===== config.mk =====
export PLATFORM = sky130hd
export DESIGN_NAME = intrusion_alarm_mode_controller
export DESIGN_NICKNAME = d
export VERILOG_FILES = /design/src/rtl/iamc_pkg.sv /design/src/rtl/iamc_cfg_regs.sv /design/src/rtl/iamc_step.sv /design/src/rtl/intrusion_alarm_mode_controller.sv
export SDC_FILE = /design/constraint.sdc
export NUM_CORES = 1
export LEC_CHECK = 0
export ABC_AREA = 1
export BUFFER_PORTS_ARGS = -buffer_cell sky130_fd_sc_hd__clkbuf_2
export CAP_MARGIN = 5
export CORE_UTILIZATION = 45
export DETAILED_ROUTE_END_ITERATION = 10
export GPL_TIMING_DRIVEN = 0
export PLACE_DENSITY = 0.69
export SLEW_MARGIN = 40
export SYNTH_ARGS = -nofsm -noshare
export SYNTH_HDL_FRONTEND = slang
export SYNTH_SLANG_ARGS = --single-unit

===== constraint.sdc =====
create_clock -name aclk -period 5.2 [get_ports aclk]
set_clock_uncertainty 0.1 [all_clocks]
set_input_delay 0.52 -clock aclk [delete_from_list [all_inputs] [get_ports aclk]]
set_output_delay 0.52 -clock aclk [all_outputs]
set_load 0.005 [all_outputs]

===== src/rtl/iamc_pkg.sv =====
// Types, constants and helper functions shared by the intrusion alarm mode controller.
package iamc_pkg;

    localparam int unsigned CFG_DATA_W  = 16;
    localparam int unsigned CFG_INDEX_W = 3;
    localparam int unsigned HOUR_W      = 5;
    localparam int unsigned COUNT_W     = 4;
    localparam int unsigned S_TDATA_W   = 24;
    localparam int unsigned S_TUSER_W   = 2;
    localparam int unsigned M_TDATA_W   = 16;

    localparam logic [COUNT_W-1:0] MAX_SENSORS = 4'd15;

    typedef enum logic [2:0] {
        MODE_SLAVE    = 3'd0,
        MODE_EASY     = 3'd1,
        MODE_PREGUARD = 3'd2,
        MODE_GUARD    = 3'd3,
        MODE_SILENT   = 3'd4,
        MODE_PREALARM = 3'd5,
        MODE_ALARM    = 3'd6
    } mode_t;

    typedef enum logic [1:0] {
        OP_TICK   = 2'd0,
        OP_MOTION = 2'd1,
        OP_CMD    = 2'd2
    } op_t;

    typedef enum logic [CFG_INDEX_W-1:0] {
        CFG_EASY_TIMEOUT     = 3'd0,
        CFG_GUARD_TIMEOUT    = 3'd1,
        CFG_SILENT_TIMEOUT   = 3'd2,
        CFG_PREALARM_TIMEOUT = 3'd3,
        CFG_ALARM_TIMEOUT    = 3'd4,
        CFG_SILENT_START     = 3'd5,
        CFG_SILENT_END       = 3'd6
    } cfg_idx_t;

    localparam logic [CFG_DATA_W-1:0] RST_EASY_TIMEOUT     = 16'd600;
    localparam logic [CFG_DATA_W-1:0] RST_GUARD_TIMEOUT    = 16'd3600;
    localparam logic [CFG_DATA_W-1:0] RST_SILENT_TIMEOUT   = 16'd1800;
    localparam logic [CFG_DATA_W-1:0] RST_PREALARM_TIMEOUT = 16'd30;
    localparam logic [CFG_DATA_W-1:0] RST_ALARM_TIMEOUT    = 16'd300;
    localparam logic [HOUR_W-1:0]     RST_SILENT_START     = 5'd21;
    localparam logic [HOUR_W-1:0]     RST_SILENT_END       = 5'd9;

    typedef struct packed {
        logic [CFG_DATA_W-1:0] easy_timeout;
        logic [CFG_DATA_W-1:0] guard_timeout;
        logic [CFG_DATA_W-1:0] silent_timeout;
        logic [CFG_DATA_W-1:0] prealarm_timeout;
        logic [CFG_DATA_W-1:0] alarm_timeout;
        logic [HOUR_W-1:0]     silent_start_hour;
        logic [HOUR_W-1:0]     silent_end_hour;
    } cfg_t;

    // packed lowest field last so that target_mode sits in bit 0 upwards
    typedef struct packed {
        logic [COUNT_W-1:0] motion_outer;
        logic [COUNT_W-1:0] motion_bed;
        logic [COUNT_W-1:0] motion_total;
        logic [HOUR_W-1:0]  hour_now;
        logic [2:0]         target_mode;
    } item_t;

    typedef struct packed {
        logic       wall_warning;
        logic       timer_running;
        logic       mode_entered;
        logic [2:0] mode_before;
        logic [2:0] mode_now;
    } result_t;

    function automatic logic [CFG_DATA_W-1:0] mode_timeout(mode_t m, cfg_t c);
        logic [CFG_DATA_W-1:0] t;
        unique case (m)
            MODE_EASY:     t = c.easy_timeout;
            MODE_PREGUARD: t = c.prealarm_timeout;
            MODE_GUARD:    t = c.guard_timeout;
            MODE_SILENT:   t = c.silent_timeout;
            MODE_PREALARM: t = c.prealarm_timeout;
            MODE_ALARM:    t = c.alarm_timeout;
            default:       t = '0;
        endcase
        return t;
    endfunction

    function automatic logic [COUNT_W-1:0] sat_count(logic [COUNT_W-1:0] v);
        return (v > MAX_SENSORS) ? MAX_SENSORS : v;
    endfunction

endpackage


===== src/rtl/iamc_cfg_regs.sv =====
// Configuration register file: timeouts and silent-hours window.
module iamc_cfg_regs (
    input  logic                                 aclk,
    input  logic                                 aresetn,
    input  logic                                 wr_en,
    input  logic [iamc_pkg::CFG_INDEX_W-1:0]     wr_index,
    input  logic [iamc_pkg::CFG_DATA_W-1:0]      wr_data,
    output iamc_pkg::cfg_t                       cfg
);

    iamc_pkg::cfg_t cfg_reg;
    iamc_pkg::cfg_t cfg_next;

    always_comb begin
        cfg_next = cfg_reg;
        if (wr_en) begin
            unique case (iamc_pkg::cfg_idx_t'(wr_index))
                iamc_pkg::CFG_EASY_TIMEOUT:     cfg_next.easy_timeout     = wr_data;
                iamc_pkg::CFG_GUARD_TIMEOUT:    cfg_next.guard_timeout    = wr_data;
                iamc_pkg::CFG_SILENT_TIMEOUT:   cfg_next.silent_timeout   = wr_data;
                iamc_pkg::CFG_PREALARM_TIMEOUT: cfg_next.prealarm_timeout = wr_data;
                iamc_pkg::CFG_ALARM_TIMEOUT:    cfg_next.alarm_timeout    = wr_data;
                iamc_pkg::CFG_SILENT_START:
                    cfg_next.silent_start_hour = wr_data[iamc_pkg::HOUR_W-1:0];
                iamc_pkg::CFG_SILENT_END:
                    cfg_next.silent_end_hour   = wr_data[iamc_pkg::HOUR_W-1:0];
                default: ;
            endcase
        end
    end

    always_ff @(posedge aclk) begin
        if (!aresetn) begin
            cfg_reg.easy_timeout      <= iamc_pkg::RST_EASY_TIMEOUT;
            cfg_reg.guard_timeout     <= iamc_pkg::RST_GUARD_TIMEOUT;
            cfg_reg.silent_timeout    <= iamc_pkg::RST_SILENT_TIMEOUT;
            cfg_reg.prealarm_timeout  <= iamc_pkg::RST_PREALARM_TIMEOUT;
            cfg_reg.alarm_timeout     <= iamc_pkg::RST_ALARM_TIMEOUT;
            cfg_reg.silent_start_hour <= iamc_pkg::RST_SILENT_START;
            cfg_reg.silent_end_hour   <= iamc_pkg::RST_SILENT_END;
        end else begin
            cfg_reg <= cfg_next;
        end
    end

    assign cfg = cfg_reg;

endmodule


===== src/rtl/iamc_step.sv =====
// Next-state and result logic for one word: tick, motion report or forced mode.
module iamc_step #(
    parameter int unsigned TIMER_WIDTH = 16
) (
    input  iamc_pkg::cfg_t           cfg,
    input  logic [1:0]               opcode,
    input  iamc_pkg::item_t          item,
    input  iamc_pkg::mode_t          mode,
    input  logic [TIMER_WIDTH-1:0]   count,
    input  logic                     armed,
    output iamc_pkg::mode_t          mode_next,
    output logic [TIMER_WIDTH-1:0]   count_next,
    output logic                     armed_next,
    output iamc_pkg::result_t        result
);

    logic [iamc_pkg::COUNT_W-1:0]    total;
    logic [iamc_pkg::COUNT_W-1:0]    bed;
    logic [iamc_pkg::COUNT_W-1:0]    outer;
    logic                            inner_any;
    logic                            silent;
    logic [TIMER_WIDTH-1:0]          count_dec;
    logic                            do_arm;
    logic [iamc_pkg::CFG_DATA_W-1:0] arm_val;
    logic [TIMER_WIDTH-1:0]          arm_t;
    logic                            do_enter;
    logic [2:0]                      enter_raw;
    logic [TIMER_WIDTH-1:0]          enter_t;
    logic                            warn;
    iamc_pkg::mode_t                 mode_n;
    logic [TIMER_WIDTH-1:0]          count_n;
    logic                            armed_n;

    always_comb begin
        total     = iamc_pkg::sat_count(item.motion_total);
        bed       = iamc_pkg::sat_count(item.motion_bed);
        outer     = iamc_pkg::sat_count(item.motion_outer);
        inner_any = total > outer;
        silent    = (item.hour_now < cfg.silent_end_hour) ||
                    (item.hour_now > cfg.silent_start_hour);
        count_dec = (count != '0) ? count - TIMER_WIDTH'(1) : count;

        do_arm    = 1'b0;
        arm_val   = '0;
        do_enter  = 1'b0;
        enter_raw = mode;
        warn      = 1'b0;
        mode_n    = mode;
        count_n   = count;
        armed_n   = armed;

        unique case (iamc_pkg::op_t'(opcode))
            iamc_pkg::OP_TICK: begin
                if (armed) begin
                    count_n = count_dec;
                    if (count_dec == '0) begin
                        armed_n = 1'b0;
                        unique case (mode)
                            iamc_pkg::MODE_EASY: begin
                                if (!silent) begin
                                    do_arm  = 1'b1;
                                    arm_val = cfg.easy_timeout;
                                end else begin
                                    do_enter  = 1'b1;
                                    enter_raw = iamc_pkg::MODE_SILENT;
                                end
                            end
                            iamc_pkg::MODE_PREGUARD, iamc_pkg::MODE_ALARM: begin
                                do_enter  = 1'b1;
                                enter_raw = inner_any ? iamc_pkg::MODE_PREALARM
                                                      : iamc_pkg::MODE_GUARD;
                            end
                            iamc_pkg::MODE_GUARD: begin
                                do_arm  = 1'b1;
                                arm_val = cfg.guard_timeout;
                            end
                            iamc_pkg::MODE_SILENT: begin
                                if (!silent) begin
                                    do_enter  = 1'b1;
                                    enter_raw = iamc_pkg::MODE_GUARD;
                                end else begin
                                    do_arm  = 1'b1;
                                    arm_val = cfg.silent_timeout;
                                end
                            end
                            iamc_pkg::MODE_PREALARM: begin
                                do_enter  = 1'b1;
                                enter_raw = iamc_pkg::MODE_ALARM;
                            end
                            default: ;
                        endcase
                    end
                end
            end
            iamc_pkg::OP_MOTION: begin
                unique case (mode)
                    iamc_pkg::MODE_EASY: begin
                        do_arm  = inner_any;
                        arm_val = cfg.easy_timeout;
                        warn    = outer != '0;
                    end
                    iamc_pkg::MODE_PREGUARD, iamc_pkg::MODE_ALARM: begin
                        do_enter  = 1'b1;
                        enter_raw = inner_any ? iamc_pkg::MODE_PREALARM
                                              : iamc_pkg::MODE_GUARD;
                    end
                    iamc_pkg::MODE_GUARD: begin
                        do_enter  = inner_any;
                        enter_raw = iamc_pkg::MODE_PREALARM;
                        warn      = outer != '0;
                    end
                    iamc_pkg::MODE_SILENT: begin
                        if (bed != '0) begin
                            do_enter  = 1'b1;
                            enter_raw = iamc_pkg::MODE_EASY;
                        end else if (inner_any) begin
                            do_enter  = 1'b1;
                            enter_raw = iamc_pkg::MODE_PREALARM;
                        end
                    end
                    iamc_pkg::MODE_PREALARM: begin
                        warn = outer != '0;
                    end
                    default: ;
                endcase
            end
            iamc_pkg::OP_CMD: begin
                do_enter  = 1'b1;
                enter_raw = item.target_mode;
            end
            default: ;
        endcase

        arm_t = TIMER_WIDTH'(arm_val);
        if (do_arm && arm_t != '0) begin
            count_n = arm_t;
            armed_n = 1'b1;
        end

        enter_t = TIMER_WIDTH'(iamc_pkg::mode_timeout(iamc_pkg::mode_t'(enter_raw), cfg));
        if (do_enter && enter_raw <= iamc_pkg::MODE_ALARM && enter_raw != mode) begin
            mode_n = iamc_pkg::mode_t'(enter_raw);
            if (enter_t != '0) begin
                count_n = enter_t;
                armed_n = 1'b1;
            end
        end
    end

    assign mode_next  = mode_n;
    assign count_next = count_n;
    assign armed_next = armed_n;

    assign result.mode_now      = mode_n;
    assign result.mode_before   = mode;
    assign result.mode_entered  = mode_n != mode;
    assign result.timer_running = armed_n;
    assign result.wall_warning  = warn;

endmodule


===== src/rtl/intrusion_alarm_mode_controller.sv =====
// Intrusion alarm mode controller: input register, mode state and result register.
//
// Input words arrive on the s_ channel: s_tuser carries the opcode (tick, motion
// report, forced mode command) and s_tdata the target mode, hour and motion counts.
// Each accepted word yields exactly one result word on the m_ channel with the
// mode after and before the word, a mode-change flag, the timer-armed flag and
// the outer-wall warning.
// An accepted word is held in the input register, evaluated against the mode and
// countdown state, and its result is loaded into the output register, which raises
// m_tvalid, once that register is empty or being read. One word per cycle is
// sustained while m_tready stays high; a stall holds the word in the input register.
// Configuration words on the cfg_ channel are always accepted and take effect once
// registered; write them only while no word is in flight.
// Reset (aresetn low, synchronous) returns to Slave mode with the timer disarmed,
// empties both registers and restores the default timeouts and hours.
// When the receiver stalls, the result is held in the output register and one
// further word is taken into the input register; s_tready then drops until
// m_tready rises.
module intrusion_alarm_mode_controller #(
    parameter int unsigned TIMER_WIDTH = 16
) (
    input  logic                                 aclk,
    input  logic                                 aresetn,
    input  logic                                 s_tvalid,
    output logic                                 s_tready,
    // target_mode[2:0], hour_now[7:3], motion_total[11:8], motion_bed[15:12],
    // motion_outer[19:16], zero[23:20]
    input  logic [iamc_pkg::S_TDATA_W-1:0]       s_tdata,
    // opcode[1:0]
    input  logic [iamc_pkg::S_TUSER_W-1:0]       s_tuser,
    output logic                                 m_tvalid,
    input  logic                                 m_tready,
    // mode_now[2:0], mode_before[5:3], mode_entered[6], timer_running[7],
    // wall_warning[8], zero[15:9]
    output logic [iamc_pkg::M_TDATA_W-1:0]       m_tdata,
    input  logic                                 cfg_valid,
    output logic                                 cfg_ready,
    input  logic [iamc_pkg::CFG_INDEX_W-1:0]     cfg_index,
    input  logic [iamc_pkg::CFG_DATA_W-1:0]      cfg_data
);

    iamc_pkg::cfg_t           cfg;
    logic                     in_valid_reg;
    logic                     in_valid_next;
    iamc_pkg::item_t          in_item_reg;
    logic [1:0]               in_op_reg;
    iamc_pkg::mode_t          mode_reg;
    iamc_pkg::mode_t          mode_next;
    logic [TIMER_WIDTH-1:0]   count_reg;
    logic [TIMER_WIDTH-1:0]   count_next;
    logic                     armed_reg;
    logic                     armed_next;
    logic                     out_valid_reg;
    logic                     out_valid_next;
    iamc_pkg::result_t        out_res_reg;
    iamc_pkg::result_t        step_res;
    logic                     advance;
    logic                     s_accept;

    assign cfg_ready = 1'b1;

    iamc_cfg_regs u_cfg (
        .aclk     (aclk),
        .aresetn  (aresetn),
        .wr_en    (cfg_valid),
        .wr_index (cfg_index),
        .wr_data  (cfg_data),
        .cfg      (cfg)
    );

    iamc_step #(
        .TIMER_WIDTH (TIMER_WIDTH)
    ) u_step (
        .cfg        (cfg),
        .opcode     (in_op_reg),
        .item       (in_item_reg),
        .mode       (mode_reg),
        .count      (count_reg),
        .armed      (armed_reg),
        .mode_next  (mode_next),
        .count_next (count_next),
        .armed_next (armed_next),
        .result     (step_res)
    );

    assign advance  = in_valid_reg && (!out_valid_reg || m_tready);
    assign s_tready = !in_valid_reg || advance;
    assign s_accept = s_tvalid && s_tready;

    always_comb begin
        in_valid_next = in_valid_reg;
        if (s_accept) begin
            in_valid_next = 1'b1;
        end else if (advance) begin
            in_valid_next = 1'b0;
        end
        out_valid_next = out_valid_reg;
        if (advance) begin
            out_valid_next = 1'b1;
        end else if (m_tready) begin
            out_valid_next = 1'b0;
        end
    end

    always_ff @(posedge aclk) begin
        if (!aresetn) begin
            in_valid_reg  <= 1'b0;
            out_valid_reg <= 1'b0;
            mode_reg      <= iamc_pkg::MODE_SLAVE;
            count_reg     <= '0;
            armed_reg     <= 1'b0;
        end else begin
            in_valid_reg  <= in_valid_next;
            out_valid_reg <= out_valid_next;
            if (advance) begin
                mode_reg  <= mode_next;
                count_reg <= count_next;
                armed_reg <= armed_next;
            end
        end
    end

    // payload: hold unless a word moves in
    always_ff @(posedge aclk) begin
        if (s_accept) begin
            in_item_reg <= s_tdata[$bits(iamc_pkg::item_t)-1:0];
            in_op_reg   <= s_tuser;
        end
        if (advance) begin
            out_res_reg <= step_res;
        end
    end

    assign m_tvalid = out_valid_reg;
    assign m_tdata  = {{(iamc_pkg::M_TDATA_W - $bits(iamc_pkg::result_t)){1'b0}}, out_res_reg};

`ifndef NO_ASSERTIONS
    a_armed_nonzero: assert property (@(posedge aclk) disable iff (!aresetn)
        armed_reg |-> count_reg != '0)
        else $error("timer armed with zero countdown");

    a_mode_matches: assert property (@(posedge aclk) disable iff (!aresetn)
        out_valid_reg |-> out_res_reg.mode_now == mode_reg)
        else $error("result mode differs from stored mode");

    a_armed_matches: assert property (@(posedge aclk) disable iff (!aresetn)
        out_valid_reg |-> out_res_reg.timer_running == armed_reg)
        else $error("result timer flag differs from stored armed bit");
`endif

endmodule

==> summary.md <==
| Metric | Value |
|---|---|
| Outcome | `complete, but fails checks` |
| Failing checks | `design-rule violations` |
| Ant diodes | `0` |
| Startpoint types | `flop` |
| Worst-Skew Late Latency | `0.43 ns` |
| Most common cell after layout, fill and taps aside | `nand2_1` |
| Via Count | `8711` |
| Fillcell total | `1864` |
| Synth Flop Type | `dfxtp_1` |
| Rows | `49` |
| Max-cap violations | `0` |
| Drt drc | `8` |
| Vias in the first global route | `7895` |
| Register bit total from synthesis | `143` |
| Rel. slew slack | `0.432` |
| Register area | `3170 um2` |
| Fin crit share | `0.899` |
| Fin nets | `1415` |
| Routed vias/inst | `5.47` |
| Mean routed wirelength per cell | `16.6 um` |
| Netlist cell types | `39` |
| DIE AREA | `19200 um2` |
| Reg-to-Reg End | `count_reg[12]` |
| Area of the multi-input gates | `4460 um2` |
| Initial DRT Pass Iterations | `9` |
| Element type at the critical path end | `flop` |
| Worst VDD drop | `0.246 mV` |
| WP data arrival | `4.93 ns` |
| Critical Path RT | `5.45 ns` |
| P_leak | `4.42 nW` |
| Mapped Area | `8410 um2` |
| Core Area | `18100 um2` |
| Setup tns final | `0 ns` |
| FMAX | `214 MHz` |
| Die Y | `139 um` |
| WS Path Type | `reg -> reg` |
| Worst reg2reg path depth | `22` |
| Worst Max-Slew Pin Slew | `0.850 ns` |
| Total gr overflow | `0` |
| CTS resizes | `0` |
| Post-CTS setup buffer count | `0` |
| Util after Layout | `0.526` |
| RePlAce Congestion | `0.938` |
| Worst Setup EP | `count_reg[12]` |
| Die W | `139 um` |
| Min cycle time layout | `4.67 ns` |
| Antenna violations before repair | `0` |
| Initial Util | `0.464` |
| Hold Violations, Final | `0` |
| Post-synth EDFFs | `31` |
| Root buffer cell | `clkbuf_16` |
| H-tree depth | `4` |
| Cts hold-fix bufs | `0` |
| Clk slew on worst S/H paths | `0.06 ns` |
| Routed Antenna Nets | `0` |
| Crit-path max FO | `17` |
| Dpl hpwl | `20000 um` |
| Most frequent cells in the layout | `nand2_1 (324), nor2_1 (177), nand3_1 (148)` |
| Iteration-0 DRC count of the detailed router | `911` |
| Io pins | `69` |
| RSZ-0062 raised after global routing | `no` |
| Drt total wl | `26500 um` |
| Worst R2R Start | `in_item_reg[5]` |
| Synth Warn # | `0` |
| Share of post-route cells with drive strength above 1 | `0.107` |
| Area delta synth->final | `13.5%` |
| P per Cell Area | `329 nW/um2` |
| CTS tree | `yes` |
| Fin. max-slew vios | `0` |
| Seq/Total Area, Yosys | `0.377` |
| Buffers added on ports | `55` |
| CTS Buffer Depth | `2` |
| Largest net degree at the start of global routing | `23` |
| Critical path origin | `in_item_reg[5]` |
| Mapped Avg Cell Area | `6.61 um2` |
| TritonCTS Sinks | `143` |
| All-layer global routing usage | `0.282` |
| Global-route wire length before repair | `42700 um` |
| Async S/R FF share, synth | `0` |
| Max reg flops | `90` |
| Final Setup Violations | `0` |
| Synthesized netlist cell count | `1272` |
| Worst reg-to-reg setup slack | `0.53 ns` |
| Min-Delay Path Class | `in -> reg` |
| CTS buffer count | `17` |
-- through the flow --
step / power, mW / instances / hold WS (ns) / instance area, um2 / setup WS, ns
4_1_cts: 3.15 / 1594 / 0.150 / 9540 / 0.399
3_5_place_dp: 2.01 / 1562 / 0.320 / 9000 / 0.464
5_1_grt: 3.30 / 1593 / 0.153 / 9550 / 0.110
6_report: 3.15 / 1593 / 0.162 / 9550 / 0.526
2_1_floorplan: 1.80 / 1278 / 0.303 / 8440 / 1.72
3_3_place_gp: 2.00 / 1562 / 0.310 / 9000 / 0.454
-- synthesized netlist by cell type (all sizes together) (2+ instances only) --
cell | instances | share of area
a211oi | 3 | 0.0027
a21boi | 3 | 0.0027
a21o | 2 | 0.0018
a21oi | 59 | 0.036
a32o | 3 | 0.0036
buf | 25 | 0.022
clkbuf | 39 | 0.017
clkinv | 5 | 0.0022
conb | 2 | 0.00089
dfxtp | 112 | 0.27
edfxtp | 31 | 0.11
ha | 14 | 0.021
inv | 123 | 0.055
nand2 | 338 | 0.16
nand3 | 151 | 0.092
nand3b | 3 | 0.0027
nand4 | 13 | 0.0097
nor2 | 189 | 0.091
nor3 | 8 | 0.0048
nor4 | 3 | 0.0022
o211ai | 17 | 0.015
o21ai | 104 | 0.062
o22ai | 18 | 0.013
xnor2 | 2 | 0.0021
xor2 | 2 | 0.0021
-- critical path, stage by stage, from the launching register on --
cell and delay, ns:
edfxtp_1 0.40, ha_1 0.32, a21oi_1 0.14, a21oi_1 0.08
o22ai_1 0.23, nand2_1 0.13, clkbuf_1 0.33, nand2_1 0.21
clkinv_1 0.29, clkbuf_1 0.38, a21oi_1 0.24, o22ai_1 0.15
nor3_1 0.27, nand2_1 0.07, nor2_1 0.09, nand3_1 0.16
nand2_1 0.41, nand2_1 0.15, nand2_1 0.10, inv_1 0.04
nand2_1 0.05, nand3_1 0.10, a21oi_1 0.14
-- worst min-delay path by stage --
stage / startpoint / to / slack [ns] / cells after the start
after CTS: s_tdata[4] / in_item_reg[4] / 0.15 / 1
after global routing: s_tdata[5] / in_item_reg[5] / 0.15 / 1
after floorplan: mode_reg[0] / m_tdata[3] / 0.30 / 0
after detailed placement: mode_reg[0] / m_tdata[3] / 0.32 / 0
after global placement: mode_reg[0] / m_tdata[3] / 0.31 / 0
final: s_tdata[4] / in_item_reg[4] / 0.16 / 1
-- cell families (layout without fill, tap and decap cells) --
logic type      Yosys count  count (layout)  synth area share
fa+ha+maj                14              14            0.0208
compound gates          212             212             0.141
xor+xnor                  4               4           0.00416
other cells               2               8          0.000893
flops                   143             143             0.377
buf+inv                 192             278            0.0964
simple gates            705             705             0.360
-- routing by layer --
layer / GRT usage / routed length [um] / vias up
li1: - / - / 4317
met1: 0.379 / 11700 / 3926
met2: 0.457 / 11900 / 414
met3: 0.0477 / 2150 / 54
met4: 0.0988 / 663 / 0
met5: 0 / 0 / -
-- layout make-up --
cell class | count | area share
flip-flops and latches | 143 | 0.332
clock buffers | 22 | 0.0486
plain buffers | 63 | 0.0342
inverters | 128 | 0.0503
well taps | 229 | 0.0300
multi-input cells | 943 | 0.468
repair buffers | 55 | 0.0288
clock inverters | 10 | 0.00825
-- where the power goes --
part           switching, mW  total [mW]  internal [mW]
clock network          0.501        1.14          0.642
registers             0.0402        1.23           1.19
logic                  0.531       0.776          0.245
No activity file was read; power rests on OpenSTA's default activity.
